===== config.mk =====
export PLATFORM = sky130hd
export DESIGN_NAME = ps2_mouse_packet_cursor_tracker_core
export DESIGN_NICKNAME = d
export VERILOG_FILES = /design/src/design/pmpct_pkg.sv /design/src/design/ps2_mouse_packet_cursor_tracker_core.sv
export SDC_FILE = /design/constraint.sdc
export NUM_CORES = 1
export LEC_CHECK = 0
export BUFFER_PORTS_ARGS = -buffer_cell sky130_fd_sc_hd__buf_2
export CAP_MARGIN = 0
export CORE_AREA = 2 2 123 125
export CTS_CLUSTER_DIAMETER = 50
export CTS_CLUSTER_SIZE = 16
export DETAILED_ROUTE_END_ITERATION = 10
export DIE_AREA = 0 0 125 127
export HOLD_SLACK_MARGIN = 0.15
export PLACE_DENSITY = 0.71
export SYNTH_ARGS = -nofsm -noshare
export SYNTH_HDL_FRONTEND = slang
export SYNTH_SLANG_ARGS = --single-unit

===== constraint.sdc =====
create_clock -name clk -period 6.38 [get_ports clk]
set_clock_uncertainty 0.1 [all_clocks]
set_input_delay 0 -clock clk [delete_from_list [all_inputs] [get_ports clk]]
set_output_delay 0 -clock clk [all_outputs]
set_load 0.1 [all_outputs]

===== src/design/pmpct_pkg.sv =====
package pmpct_pkg;

    // Width of the screen size registers.
    localparam int CFG_BITS = 13;
    localparam int CFG_DATA_BITS = 32;

    // Sync marker in the first byte of a packet.
    localparam int SYNC_BIT_IDX = 3;
    localparam logic [7:0] SYNC_MASK = 8'h08;

    // Cursor sprite geometry that sets the edge clamps.
    localparam int SPRITE_WIDTH = 32;
    localparam int SPRITE_HEIGHT = 32;
    localparam int EDGE_TEST = SPRITE_WIDTH - 16;
    localparam int EDGE_SET = (SPRITE_WIDTH / 2) - 4;

    // Register index, taken from paddr[2].
    localparam logic REG_IDX_WIDTH = 1'b0;
    localparam logic REG_IDX_HEIGHT = 1'b1;

    localparam logic [CFG_BITS-1:0] WIDTH_RESET = 13'd640;
    localparam logic [CFG_BITS-1:0] HEIGHT_RESET = 13'd480;

    typedef enum logic [1:0] {
        PH_SYNC = 2'd0,
        PH_DX   = 2'd1,
        PH_DY   = 2'd2
    } phase_t;

endpackage


===== src/design/ps2_mouse_packet_cursor_tracker_core.sv =====
// PS/2 mouse packet decoder with cursor position tracking.
//
// Input channel (s_*): one controller byte per item in s_tdata, s_tuser set when
// the byte came from the auxiliary (mouse) port. Other bytes are dropped. Mouse
// bytes are framed into three-byte packets; a first byte without its sync bit
// is discarded. Bytes two and three are signed dx and dy.
// Output channel (m_*): one item per completed packet with nonzero motion,
// carrying the clamped cursor column and row.
// Configuration: APB port with screen width at 0x0 and screen height at 0x4;
// write only while the block is idle.
//
// The third byte's result is registered, in the result register or else the skid.
// Throughput: one item per cycle while the skid is empty; the cursor update is a
// single add-clamp pass between the accept edge and the result register.
// Stall: a two-entry output buffer (result register plus skid) keeps s_tready
// high while one result waits; s_tready drops only when both entries are full.
// Reset: phase back to waiting for sync, cursor at (0,0), width 640, height
// 480, output buffer empty. No clearing pass is needed.
module ps2_mouse_packet_cursor_tracker_core
    import pmpct_pkg::*;
#(
    parameter int COORD_BITS = 12
) (
    input  logic                      clk,
    input  logic                      rst_n,
    // input item
    input  logic                      s_tvalid,
    output logic                      s_tready,
    input  logic [7:0]                s_tdata,   // [7:0] byte_in
    input  logic                      s_tuser,   // [0] from_mouse
    // result item
    output logic                      m_tvalid,
    input  logic                      m_tready,
    output logic [((2*COORD_BITS+7)/8)*8-1:0] m_tdata, // pos_x, pos_y, zero fill
    // configuration
    input  logic                      psel,
    input  logic                      penable,
    input  logic                      pwrite,
    input  logic [2:0]                paddr,
    input  logic [CFG_DATA_BITS-1:0]  pwdata,
    output logic [CFG_DATA_BITS-1:0]  prdata,
    output logic                      pready
);

    localparam int OUT_W = ((2*COORD_BITS+7)/8)*8;
    // Signed working width: room for the coordinate or the screen size plus sign and carry.
    localparam int SW = ((COORD_BITS > CFG_BITS) ? COORD_BITS : CFG_BITS) + 2;
    localparam logic signed [SW-1:0] EDGE_TEST_S = SW'(EDGE_TEST);
    localparam logic signed [SW-1:0] EDGE_SET_S = SW'(EDGE_SET);
    localparam logic signed [SW-1:0] CUR_H_S = SW'(SPRITE_HEIGHT);
    localparam logic signed [SW-1:0] COORD_MAX_S = SW'((64'd1 << COORD_BITS) - 64'd1);

    // configuration registers
    logic [CFG_BITS-1:0] width_reg;
    logic [CFG_BITS-1:0] height_reg;

    // packet state
    phase_t phase_reg, phase_next;
    logic [7:0] held_dx_reg;
    logic [COORD_BITS-1:0] col_reg;
    logic [COORD_BITS-1:0] row_reg;

    // output buffer: result register and skid entry
    logic out_valid_reg;
    logic [COORD_BITS-1:0] out_x_reg;
    logic [COORD_BITS-1:0] out_y_reg;
    logic skid_valid_reg;
    logic [COORD_BITS-1:0] skid_x_reg;
    logic [COORD_BITS-1:0] skid_y_reg;

    logic accept;
    logic mouse_accept;
    logic pkt_end;
    logic emit;
    logic pop;
    logic cfg_write;

    logic signed [SW-1:0] dx_s, dy_s, col_s, row_s, w_s, h_s;
    logic signed [SW-1:0] x_sum, y_sum, x_pos, y_pos, x_edge, y_edge;
    logic [COORD_BITS-1:0] x_fit, y_fit;

    assign s_tready = !skid_valid_reg;
    assign accept = s_tvalid && s_tready;
    assign mouse_accept = accept && s_tuser;
    assign pkt_end = mouse_accept && (phase_reg == PH_DY);
    assign emit = pkt_end && ((held_dx_reg != 8'd0) || (s_tdata != 8'd0));
    assign pop = out_valid_reg && m_tready;

    assign m_tvalid = out_valid_reg;
    assign m_tdata = OUT_W'({out_y_reg, out_x_reg});

    // APB: always ready, register picked by paddr[2]
    assign pready = 1'b1;
    assign cfg_write = psel && penable && pwrite && pready;

    always_comb
    begin
        unique case (paddr[2])
            REG_IDX_WIDTH:  prdata = CFG_DATA_BITS'(width_reg);
            REG_IDX_HEIGHT: prdata = CFG_DATA_BITS'(height_reg);
            default:        prdata = '0;
        endcase
    end

    always_ff @(posedge clk or negedge rst_n)
    begin
        if (!rst_n)
        begin
            width_reg <= WIDTH_RESET;
            height_reg <= HEIGHT_RESET;
        end
        else if (cfg_write)
        begin
            unique case (paddr[2])
                REG_IDX_WIDTH:  width_reg <= pwdata[CFG_BITS-1:0];
                REG_IDX_HEIGHT: height_reg <= pwdata[CFG_BITS-1:0];
                default:        ;
            endcase
        end
    end

    // Packet framing: the phase advances only on mouse bytes.
    always_comb
    begin
        phase_next = phase_reg;
        if (mouse_accept)
        begin
            unique case (phase_reg)
                PH_DX:   phase_next = PH_DY;
                PH_DY:   phase_next = PH_SYNC;
                default: phase_next = s_tdata[SYNC_BIT_IDX] ? PH_DX : PH_SYNC;
            endcase
        end
    end

    always_ff @(posedge clk or negedge rst_n)
    begin
        if (!rst_n)
            phase_reg <= PH_SYNC;
        else
            phase_reg <= phase_next;
    end

    // Hold dx until the dy byte arrives.
    always_ff @(posedge clk)
    begin
        if (mouse_accept && (phase_reg == PH_DX))
            held_dx_reg <= s_tdata;
    end

    // Cursor move and clamp: x += dx, y -= dy, floor at zero, then screen edges,
    // then saturate into the coordinate range.
    always_comb
    begin
        dx_s = SW'($signed(held_dx_reg));
        dy_s = SW'($signed(s_tdata));
        col_s = $signed(SW'(col_reg));
        row_s = $signed(SW'(row_reg));
        w_s = $signed(SW'(width_reg));
        h_s = $signed(SW'(height_reg));

        x_sum = col_s + dx_s;
        y_sum = row_s - dy_s;
        x_pos = (x_sum < 0) ? '0 : x_sum;
        y_pos = (y_sum < 0) ? '0 : y_sum;
        x_edge = (x_pos > (w_s - EDGE_TEST_S)) ? (w_s - EDGE_SET_S) : x_pos;
        y_edge = (y_pos > (h_s - CUR_H_S)) ? (h_s - CUR_H_S) : y_pos;

        if (x_edge < 0)
            x_fit = '0;
        else if (x_edge > COORD_MAX_S)
            x_fit = COORD_MAX_S[COORD_BITS-1:0];
        else
            x_fit = x_edge[COORD_BITS-1:0];

        if (y_edge < 0)
            y_fit = '0;
        else if (y_edge > COORD_MAX_S)
            y_fit = COORD_MAX_S[COORD_BITS-1:0];
        else
            y_fit = y_edge[COORD_BITS-1:0];
    end

    always_ff @(posedge clk or negedge rst_n)
    begin
        if (!rst_n)
        begin
            col_reg <= '0;
            row_reg <= '0;
        end
        else if (pkt_end)
        begin
            col_reg <= x_fit;
            row_reg <= y_fit;
        end
    end

    // Output buffer. A new result goes to the result register when it is free
    // or being drained, else to the skid entry. The skid refills the result
    // register on the next pop; no new item is taken while the skid is full.
    always_ff @(posedge clk or negedge rst_n)
    begin
        if (!rst_n)
        begin
            out_valid_reg <= 1'b0;
            skid_valid_reg <= 1'b0;
        end
        else if (skid_valid_reg)
        begin
            if (pop)
            begin
                skid_valid_reg <= 1'b0;
            end
        end
        else if (emit)
        begin
            if (!out_valid_reg || pop)
                out_valid_reg <= 1'b1;
            else
                skid_valid_reg <= 1'b1;
        end
        else if (pop)
        begin
            out_valid_reg <= 1'b0;
        end
    end

    always_ff @(posedge clk)
    begin
        if (skid_valid_reg)
        begin
            if (pop)
            begin
                out_x_reg <= skid_x_reg;
                out_y_reg <= skid_y_reg;
            end
        end
        else if (emit)
        begin
            if (!out_valid_reg || pop)
            begin
                out_x_reg <= x_fit;
                out_y_reg <= y_fit;
            end
            else
            begin
                skid_x_reg <= x_fit;
                skid_y_reg <= y_fit;
            end
        end
    end

endmodule


# After elaboration in Yosys (flattened, before gate mapping)
# Cells that the tools add are included.
# word_totals
regBits,110
output_inout_bits,59
elab_cells,80
in_bits,51
# classes
n_mux,26
order_cmp,8
n_addsub,5
n_reduce_logical,22
eq_ne,4
bitwise,3
# ops
cell,count
$mux W12,12
$pmux W32 S2,1
$mux W15,4
$gt A15 B13 Y1 const B,2
$lt A15 B1 Y1 const B,2
$lt A14 B1 Y1 const B,2
$reduce_bool A8 Y1,2
$gt A15 B14 Y1,1
$gt A15 B15 Y1,1
$add A13 B8 Y14,1
$sub A13 B4 Y14 const B,1
$sub A13 B5 Y14 const B,1
$sub A13 B6 Y14 const B,1
$sub A13 B8 Y14,1
$reduce_and A3 Y1,3
$logic_and A1 B1 Y1,8
$mux W1,8
$reduce_bool A2 Y1,3
$ne A2 B1 Y1 const B,2
$pmux W2 S2,1
$reduce_and A2 Y1,2
$not A1 Y1,3
$eq A2 B1 Y1 const B,1
$eq A2 B2 Y1 const B,1
other kinds (2),4

# Logic depth before layout (Yosys ltp)
# Gate-level depths: netlist (run 1).
# logic_depth
ltp_word,11
depth_mapped,21
mapped_depth_nobuf,20

# Worst setup path after synthesis (run 1)
# Ideal clock, no wire load.
# synth_path
kind,register to register
startpoint,register row_reg[4]
endpoint,register out_y_reg[11] (data pin)
n_path_buf,1
required_ns,6.023
path_stages_with_launch,19
path_slack_ns,1.482
setup_ns,0.257
arrival_time_ns,4.541
synth_period_minus_slack_ns,4.898
path_cell_list,dfrtp_1 ha_1 and2_4 a311oi_2 a21oi_2 nor4_4 nor2_1 and3_1 ha_1 a21oi_1 nor2b_1 o21ai_0 a21oi_1 or4b_2 a31o_1 a31o_1 buf_2 a221o_1 a32o_1
# synth_via
elab_chain_len,11
elab_cells_between_ends,12
cone_classes,add/sub: 1; order compare: 4; mux: 7
# synth_lines
element,line,source
"start, declared",ps2_mouse_packet_cursor_tracker_core.sv:61,logic [COORD_BITS-1:0] row_reg;
"start signal, assigned",ps2_mouse_packet_cursor_tracker_core.sv:194,row_reg <= y_fit;
$sub A13 B8 Y14 (*),ps2_mouse_packet_cursor_tracker_core.sv:163,y_sum = row_s - dy_s;
$lt A14 B1 Y1,ps2_mouse_packet_cursor_tracker_core.sv:165,y_pos = (y_sum < 0) ? '0 : y_sum;
$mux W15 (*),ps2_mouse_packet_cursor_tracker_core.sv:165,
$gt A15 B15 Y1,ps2_mouse_packet_cursor_tracker_core.sv:167,y_edge = (y_pos > (h_s - CUR_H_S)) ? (h_s - CUR_H_S) : y_pos;
$mux W15 (*),ps2_mouse_packet_cursor_tracker_core.sv:167,
$gt A15 B13 Y1,ps2_mouse_packet_cursor_tracker_core.sv:178,else if (y_edge > COORD_MAX_S)
$mux W12,ps2_mouse_packet_cursor_tracker_core.sv:178,
$mux W12 (*),ps2_mouse_packet_cursor_tracker_core.sv:176,if (y_edge < 0)
$mux W12 (*),ps2_mouse_packet_cursor_tracker_core.sv:240,if (!out_valid_reg || pop)
$mux W12 (*),ps2_mouse_packet_cursor_tracker_core.sv:238,else if (emit)
$mux W12 (*),ps2_mouse_packet_cursor_tracker_core.sv:230,if (skid_valid_reg)
"end signal, assigned",ps2_mouse_packet_cursor_tracker_core.sv:235,out_y_reg <= skid_y_reg;
"end signal, assigned",ps2_mouse_packet_cursor_tracker_core.sv:243,out_y_reg <= y_fit;
"end, declared",ps2_mouse_packet_cursor_tracker_core.sv:66,logic [COORD_BITS-1:0] out_y_reg;
# Mark *: on every way between the ends. The rest lies on a longest branch, timed or not. The select of a mux whose other input is x is not followed.
# A chain may end at the register's enable or synchronous reset.

# Final worst setup path (run 1)
# layout_path
startpoint,input port s_tdata[7]
endpoint,register out_y_reg[0] (data pin)
# layout_via
elab_chain_len,11
elab_cells_between_ends,12
cone_classes,add/sub: 1; order compare: 4; mux: 7
# layout_lines
element,line,source
"start, declared",ps2_mouse_packet_cursor_tracker_core.sv:29,"input logic [7:0] s_tdata,"
$sub A13 B8 Y14 (*),ps2_mouse_packet_cursor_tracker_core.sv:163,
$lt A14 B1 Y1,ps2_mouse_packet_cursor_tracker_core.sv:165,
$mux W15 (*),ps2_mouse_packet_cursor_tracker_core.sv:165,
$gt A15 B15 Y1,ps2_mouse_packet_cursor_tracker_core.sv:167,
$mux W15 (*),ps2_mouse_packet_cursor_tracker_core.sv:167,
$gt A15 B13 Y1,ps2_mouse_packet_cursor_tracker_core.sv:178,
$mux W12,ps2_mouse_packet_cursor_tracker_core.sv:178,
$mux W12 (*),ps2_mouse_packet_cursor_tracker_core.sv:176,
$mux W12 (*),ps2_mouse_packet_cursor_tracker_core.sv:240,
$mux W12 (*),ps2_mouse_packet_cursor_tracker_core.sv:238,
$mux W12 (*),ps2_mouse_packet_cursor_tracker_core.sv:230,
# Marked as above.

==> results.md, run 1 <==
- Number of maximum-capacitance constraint violations: 0
- WL final: 17.6 mm
- Total vias in the final route: 5732
- Critical-path cell with the highest stage delay: sky130_fd_sc_hd__or4b_2
- Largest buffer count on any clock path: 2
- Setup crit start kind: input port
- Gp weighted congestion: 0.967
- Starting Density: 0.499
- Share of the synthesized area in the top cell type: 0.234
- Detailed-placement wirelength estimate: 13.7 mm
- Top fanout value on the critical path: 10
- Overall die height: 127 um
- Number of synthesized flops with an enable pin: 56
- Clock H-tree levels: 3
- Most frequently used cell type in the post-synthesis netlist: sky130_fd_sc_hd__nand2_1
- Relative slew slack: 0.216
- Met1 track demand over resource in global routing: 0.297
- Number of remaining DRC errors: 0
- Wire length of the first global-routing pass: 28.6 mm
- Reg-to-Reg End: out_y_reg[0]
- Post-Syn Area per Cell: 10.1 um2
- Clock latency on the worst-skew pair: 350 ps
- Most frequently used flop master after synthesis: sky130_fd_sc_hd__edfxtp_1
- Most common library cells after synthesis: sky130_fd_sc_hd__nand2_1 (61), sky130_fd_sc_hd__edfxtp_1 (56), sky130_fd_sc_hd__nor2_1 (56)
- Buffers inserted by post-CTS timing repair: 0
- Internal reg-to-reg setup slack: 780 ps
- CP Data Arrival Time: 5650 ps
- Post-route clock period utilization: 0.886
- Worst reg2reg startpoint: row_reg[4]
- Standby leakage power: 3.51 nW
- Router iterations before antenna repair: 5
- Antenna diode count: 0
- GRT met3 Usage: 0.0331
- Largest net degree at the start of global routing: 55
- Clock slew seen by the registers of the worst setup and hold paths: 70 ps
- Critical Path, Cell by Cell: dlygate4sd3_1, buf_2, inv_1, ha_1, a21oi_1, o21ai_0, a21o_1, o31a_1, buf_4, nor2_1, and3_1, ha_1, a21oi_1, nor2b_1, o21ai_0, a21oi_1, or4b_2, a31o_1, a31oi_1, buf_4, o21ai_0, a32o_1
- Ys Warns: 0
- Num rows: 44
- Sort of element at the end of the critical path: register
- Total of flip-flops plus latches after synthesis: 110
- RSZ-0062 raised after global routing: no
- Required arrival time at the worst endpoint: 6380 ps
- Grt peak-use layer: met2
- Max Slew Vio Count: 0
- Min cycle time layout: 5650 ps
- Met2 Resource Use GR: 0.388
- Number of CTS-inserted buffers: 9
- Total setup violations reported at the end of the flow: 0
- Synth async-reset ratio: 0.491
- Result of the run: complete, no violations
- DR vias/cell: 5.78
- Pwr per Cell Area: 547 nW/um2
- Synth top area cells: sky130_fd_sc_hd__edfxtp_1 (23%), sky130_fd_sc_hd__dfrtp_1 (17%), sky130_fd_sc_hd__ha_1 (9.6%)
- Initial antenna violation count: 0
- Max IR drop VDD: 0.232 mV
- Maximum clock frequency: 177 MHz
- Antenna violation net count after detailed routing: 0
- Final core utilization: 0.568
- Die boundary width: 125 um
- Synthesized netlist cell count: 712
- Final cell count without fillers: 992
- Cell Area, Synth: 7190 um2
- CTS root buf: sky130_fd_sc_hd__clkbuf_16
- First-iteration detailed-routing DRC count: 446
- Total Neg Setup Slack: 0 ps
- Total Routing Usage GR: 0.225
- Critical path class: in2reg
- Number of primary I/O pins: 110
- Number of distinct standard cells referenced by the synthesized netlist: 69
- Number of hold-repair buffers added at the cts stage: 26
- Area leader, netlist: sky130_fd_sc_hd__edfxtp_1
- Count of nets after finishing: 911
- Count of buffers from port buffering: 68
- Hold violation total from the final report: 0
- Worst-margin pin slew: 1180 ps
- Clock sink count: 110
- Clock tree from TritonCTS: done
- Post_cts resized: 0
- Placeable core area: 14400 um2
- Area growth syn-to-layout: 13.9%
- Remaining global-route overflow: 0
- Share of post-route cells with drive strength above 1: 0.186
- Buffers & Inverters on Critical Path: 5
- Largest delay contributor family on the critical path: compound AO/OA/AOI/OAI gates
- Type of the tightest min-delay check: in2async
- Number of global-route vias before repair: 5637
- Detailed-route wire length per cell: 17.7 um
- Total placed cells including tap cells: 950
- Logic depth of the worst register-to-register path: 19
- Share of synthesized area occupied by flip-flops and latches: 0.423
- Critical path's largest stage delay: 620 ps
- Die footprint: 15900 um2
## layer usage
layer | wire (um) | up-vias | part of all wire
met5 | 0 | - | 0
met4 | 320 | 0 | 0.018
met3 | 647 | 25 | 0.037
met2 | 8690 | 142 | 0.49
met1 | 7900 | 2800 | 0.45
li1 | - | 2765 | -
## report_power, final
| group | switching, W | internal (W) | leakage (nW) | total, W |
|---|---|---|---|---|
| combinational | 0.00181 | 0.000973 | 2.20 | 0.00279 |
| sequential | 0.000121 | 0.00106 | 1.17 | 0.00118 |
| clock | 0.000253 | 0.000264 | 0.130 | 0.000517 |
## through the flow
step | total power, W | setup WS, ps | hold slack [ps] | area, um2
6_report | 0.00448 | 727 | 223 | 8200
5_1_grt | 0.00483 | 285 | 300 | 8200
4_1_cts | 0.00447 | 839 | 245 | 8200
3_5_place_dp | 0.00393 | 861 | 89.4 | 7670
3_3_place_gp | 0.00383 | 934 | 68.0 | 7670
2_1_floorplan | 0.00331 | 1480 | -396 | 7260
## worst max path at each step
stage                   start             to  cells past startpoint
6_report           s_tdata[7]   out_y_reg[0]                     22
5_1_grt        held_dx_reg[5]   out_x_reg[7]                     17
4_1_cts        held_dx_reg[5]   out_x_reg[1]                     17
3_5_place_dp   held_dx_reg[5]   out_x_reg[1]                     17
3_3_place_gp   held_dx_reg[5]   out_x_reg[1]                     17
2_1_floorplan      row_reg[4]  out_y_reg[11]                     18
## cells in the final DEF, fill, tap and decap left out, drive strengths merged, types with 25 or more instances in the layout
cell and count:
nand2 61, buf 78, dfrtp 48, mux2 36
ha 55, inv 36, edfxtp 56, a21oi 26
dlygate4sd3 26, nor2 56, xnor2 25, o21ai 59
## tightest hold or removal path, stage by stage
cell                            delay (ps)
sky130_fd_sc_hd__dlygate4sd3_1         520
sky130_fd_sc_hd__buf_2                  90
sky130_fd_sc_hd__buf_4                 570
## area by class of cell
type / count / area (um2)
inverters: 36 / 135
clock inverters: 6 / 38.8
repair buffers: 104 / 676
multi-input cells: 542 / 3850
clock buffers: 10 / 229
fillers: 1278 / 6230
well taps: 184 / 230
flip-flops and latches: 110 / 3040
## cell families (layout without fill, tap and decap cells)
logic type | Yosys count | in the layout | synth area share
xor+xnor | 40 | 40 | 0.0487
fa+ha+maj | 57 | 57 | 0.101
buf+inv | 78 | 156 | 0.0527
flops | 110 | 110 | 0.423
compound gates | 168 | 168 | 0.159
mux | 37 | 37 | 0.0577
simple gates | 220 | 220 | 0.157
other cells | 2 | 20 | 0.00104
Power figures use the tool's default switching activity.
==> run 2, diff against run 1 <==
==> constraint.sdc (replaced) <==
create_clock -name clk -period 7.22 [get_ports clk]
set_clock_uncertainty 0.1 [all_clocks]
set_input_delay 0 -clock clk [delete_from_list [all_inputs] [get_ports clk]]
set_output_delay 0 -clock clk [all_outputs]
set_load 0.1 [all_outputs]
==> run 2 against run 1 <==
Effect of this change:
- wire length rose by 1.1%
- cell count is 0.40% lower
- worst hold slack worse by 4.3 ps
- final area is essentially flat
- count of clock-buffer cells in the layout unchanged
- critical path depth down 6
- critical path type is now reg2reg
- largest power group unchanged
==> results.md, run 2 (same netlist as run 1, synthesis figures left out) <==
- Placeable core area: 14400 um2
- Clock H-tree levels: 3
- Router iterations before antenna repair: 5
- Count of buffers from port buffering: 68
- Critical path class: reg2reg
- Logic depth of the worst register-to-register path: 16
- Clock sink count: 110
- Clock tree from TritonCTS: done
- Total Neg Setup Slack: 0 ps
- First-iteration detailed-routing DRC count: 492
- Total vias in the final route: 5766
- Standby leakage power: 3.49 nW
- Antenna violation net count after detailed routing: 0
- Pwr per Cell Area: 489 nW/um2
- Share of post-route cells with drive strength above 1: 0.182
- DR vias/cell: 5.84
- Detailed-placement wirelength estimate: 13.6 mm
- Wire length of the first global-routing pass: 28.3 mm
- Detailed-route wire length per cell: 18.0 um
- Reg-to-Reg End: out_x_reg[3]
- Gp weighted congestion: 0.972
- Met1 track demand over resource in global routing: 0.289
- Commonest cells after routing, fill and taps aside: sky130_fd_sc_hd__buf_2 (68), sky130_fd_sc_hd__nand2_1 (61), sky130_fd_sc_hd__nor2_1 (56), sky130_fd_sc_hd__edfxtp_1 (56), sky130_fd_sc_hd__ha_1 (55)
- Number of hold-repair buffers added at the cts stage: 26
- Antenna diode count: 0
- Total Routing Usage GR: 0.224
- Sort of element at the end of the critical path: register
- FILL cells: 1235
- Setup crit start kind: register
- Post-route clock period utilization: 0.852
- Overall die height: 127 um
- Post-Route Hold Slack: 219 ps
- Type of the tightest min-delay check: in2async
- Worst-margin pin slew: 1190 ps
- CP Data Arrival Time: 6140 ps
- Clock latency on the worst-skew pair: 360 ps
- Area occupied by multi-input gates: 3850 um2
- Number of CTS-inserted buffers: 9
- Initial antenna violation count: 0
- Largest buffer count on any clock path: 2
- Post_cts resized: 0
- Starting Density: 0.499
- Internal reg-to-reg setup slack: 1070 ps
- Number of maximum-capacitance constraint violations: 0
- Remaining global-route overflow: 0
- Die footprint: 15900 um2
- Top fanout value on the critical path: 16
- CTS root buf: sky130_fd_sc_hd__clkbuf_16
- RSZ-0062 raised after global routing: no
- Most common cell after layout, fill and taps aside: sky130_fd_sc_hd__buf_2
- Die boundary width: 125 um
- Grt peak-use layer: met2
- WL final: 17.8 mm
- Clock slew seen by the registers of the worst setup and hold paths: 70 ps
- GRT met3 Usage: 0.0272
- Area growth syn-to-layout: 13.8%
- Hold violation total from the final report: 0
- Largest net degree at the start of global routing: 55
- Minimum setup slack after placement: 1300 ps
- Number of remaining DRC errors: 0
- Worst Slack Setup Final: 1070 ps
- Max IR drop VDD: 0.213 mV
- Relative slew slack: 0.207
- Maximum clock frequency: 163 MHz
- Num rows: 44
- Worst reg2reg startpoint: held_dx_reg[7]
- Met2 Resource Use GR: 0.388
- Buffers inserted by post-CTS timing repair: 0
- Total setup violations reported at the end of the flow: 0
- Register area: 3040 um2
- Min cycle time layout: 6150 ps
- Number of primary I/O pins: 110
- Number of global-route vias before repair: 5585
- Count of nets after finishing: 907
- Result of the run: complete, no violations
- Required arrival time at the worst endpoint: 7210 ps
- Max Slew Vio Count: 0
## run 2: stage by stage
stage | cell area (um2) | cells | total power (W) | util
2_1_floorplan | 7260 | 730 | 0.00292 | -
3_5_place_dp | 7640 | 946 | 0.00346 | 0.529
6_report | 8190 | 988 | 0.00400 | 0.568
5_1_grt | 8190 | 988 | 0.00427 | 0.568
3_3_place_gp | 7640 | 946 | 0.00336 | 0.529
4_1_cts | 8190 | 988 | 0.00398 | 0.568
## run 2: metal layers
layer | part of all wire | vias to the layer above
li1 | - | 2759
met1 | 0.44 | 2807
met2 | 0.49 | 170
met3 | 0.044 | 30
met4 | 0.021 | 0
met5 | 0 | -
## run 2: area by class of cell
type / instances / area share
inverter: 36 / 0.0165
clock buffer: 10 / 0.0280
timing repair buffer: 100 / 0.0788
tap: 184 / 0.0281
clock inverter: 6 / 0.00764
multi-input combinational: 542 / 0.470
sequential: 110 / 0.371
## run 2: report_power, final
| part | internal, W | leakage (nW) | total, W | switching (W) |
|---|---|---|---|---|
| Sequential | 0.000937 | 1.17 | 0.00105 | 0.000108 |
| Combinational | 0.000845 | 2.19 | 0.00246 | 0.00162 |
| Clock | 0.000268 | 0.132 | 0.000496 | 0.000229 |
| Total | 0.00205 | 3.49 | 0.00400 | 0.00195 |
## run 2: how the worst max path moves through the flow
stage                                to  cells after the start           start  slack, ps
final                      out_x_reg[3]                     16  held_dx_reg[7]       1070
after global routing       out_x_reg[3]                     16  held_dx_reg[7]        570
after CTS                  out_x_reg[1]                     16  held_dx_reg[7]       1180
after detailed placement   out_x_reg[1]                     16  held_dx_reg[7]       1300
after global placement     out_y_reg[0]                     17      row_reg[4]       1490
after floorplan           out_y_reg[11]                     18      row_reg[4]       2320
## run 2: worst max-delay path, stage by stage, from the launching register on
cell and delay [ps]:
sky130_fd_sc_hd__edfxtp_1 590, sky130_fd_sc_hd__ha_1 410, sky130_fd_sc_hd__a21boi_0 400, sky130_fd_sc_hd__o211ai_1 230
sky130_fd_sc_hd__o32ai_1 550, sky130_fd_sc_hd__nor3_1 130, sky130_fd_sc_hd__nor2_1 710, sky130_fd_sc_hd__nor3_1 240
sky130_fd_sc_hd__ha_1 340, sky130_fd_sc_hd__and3_1 170, sky130_fd_sc_hd__nand2_1 80, sky130_fd_sc_hd__o21bai_1 150
sky130_fd_sc_hd__a21o_1 170, sky130_fd_sc_hd__a21oi_1 640, sky130_fd_sc_hd__o31ai_2 270, sky130_fd_sc_hd__a211oi_1 530
sky130_fd_sc_hd__o21ai_0 160
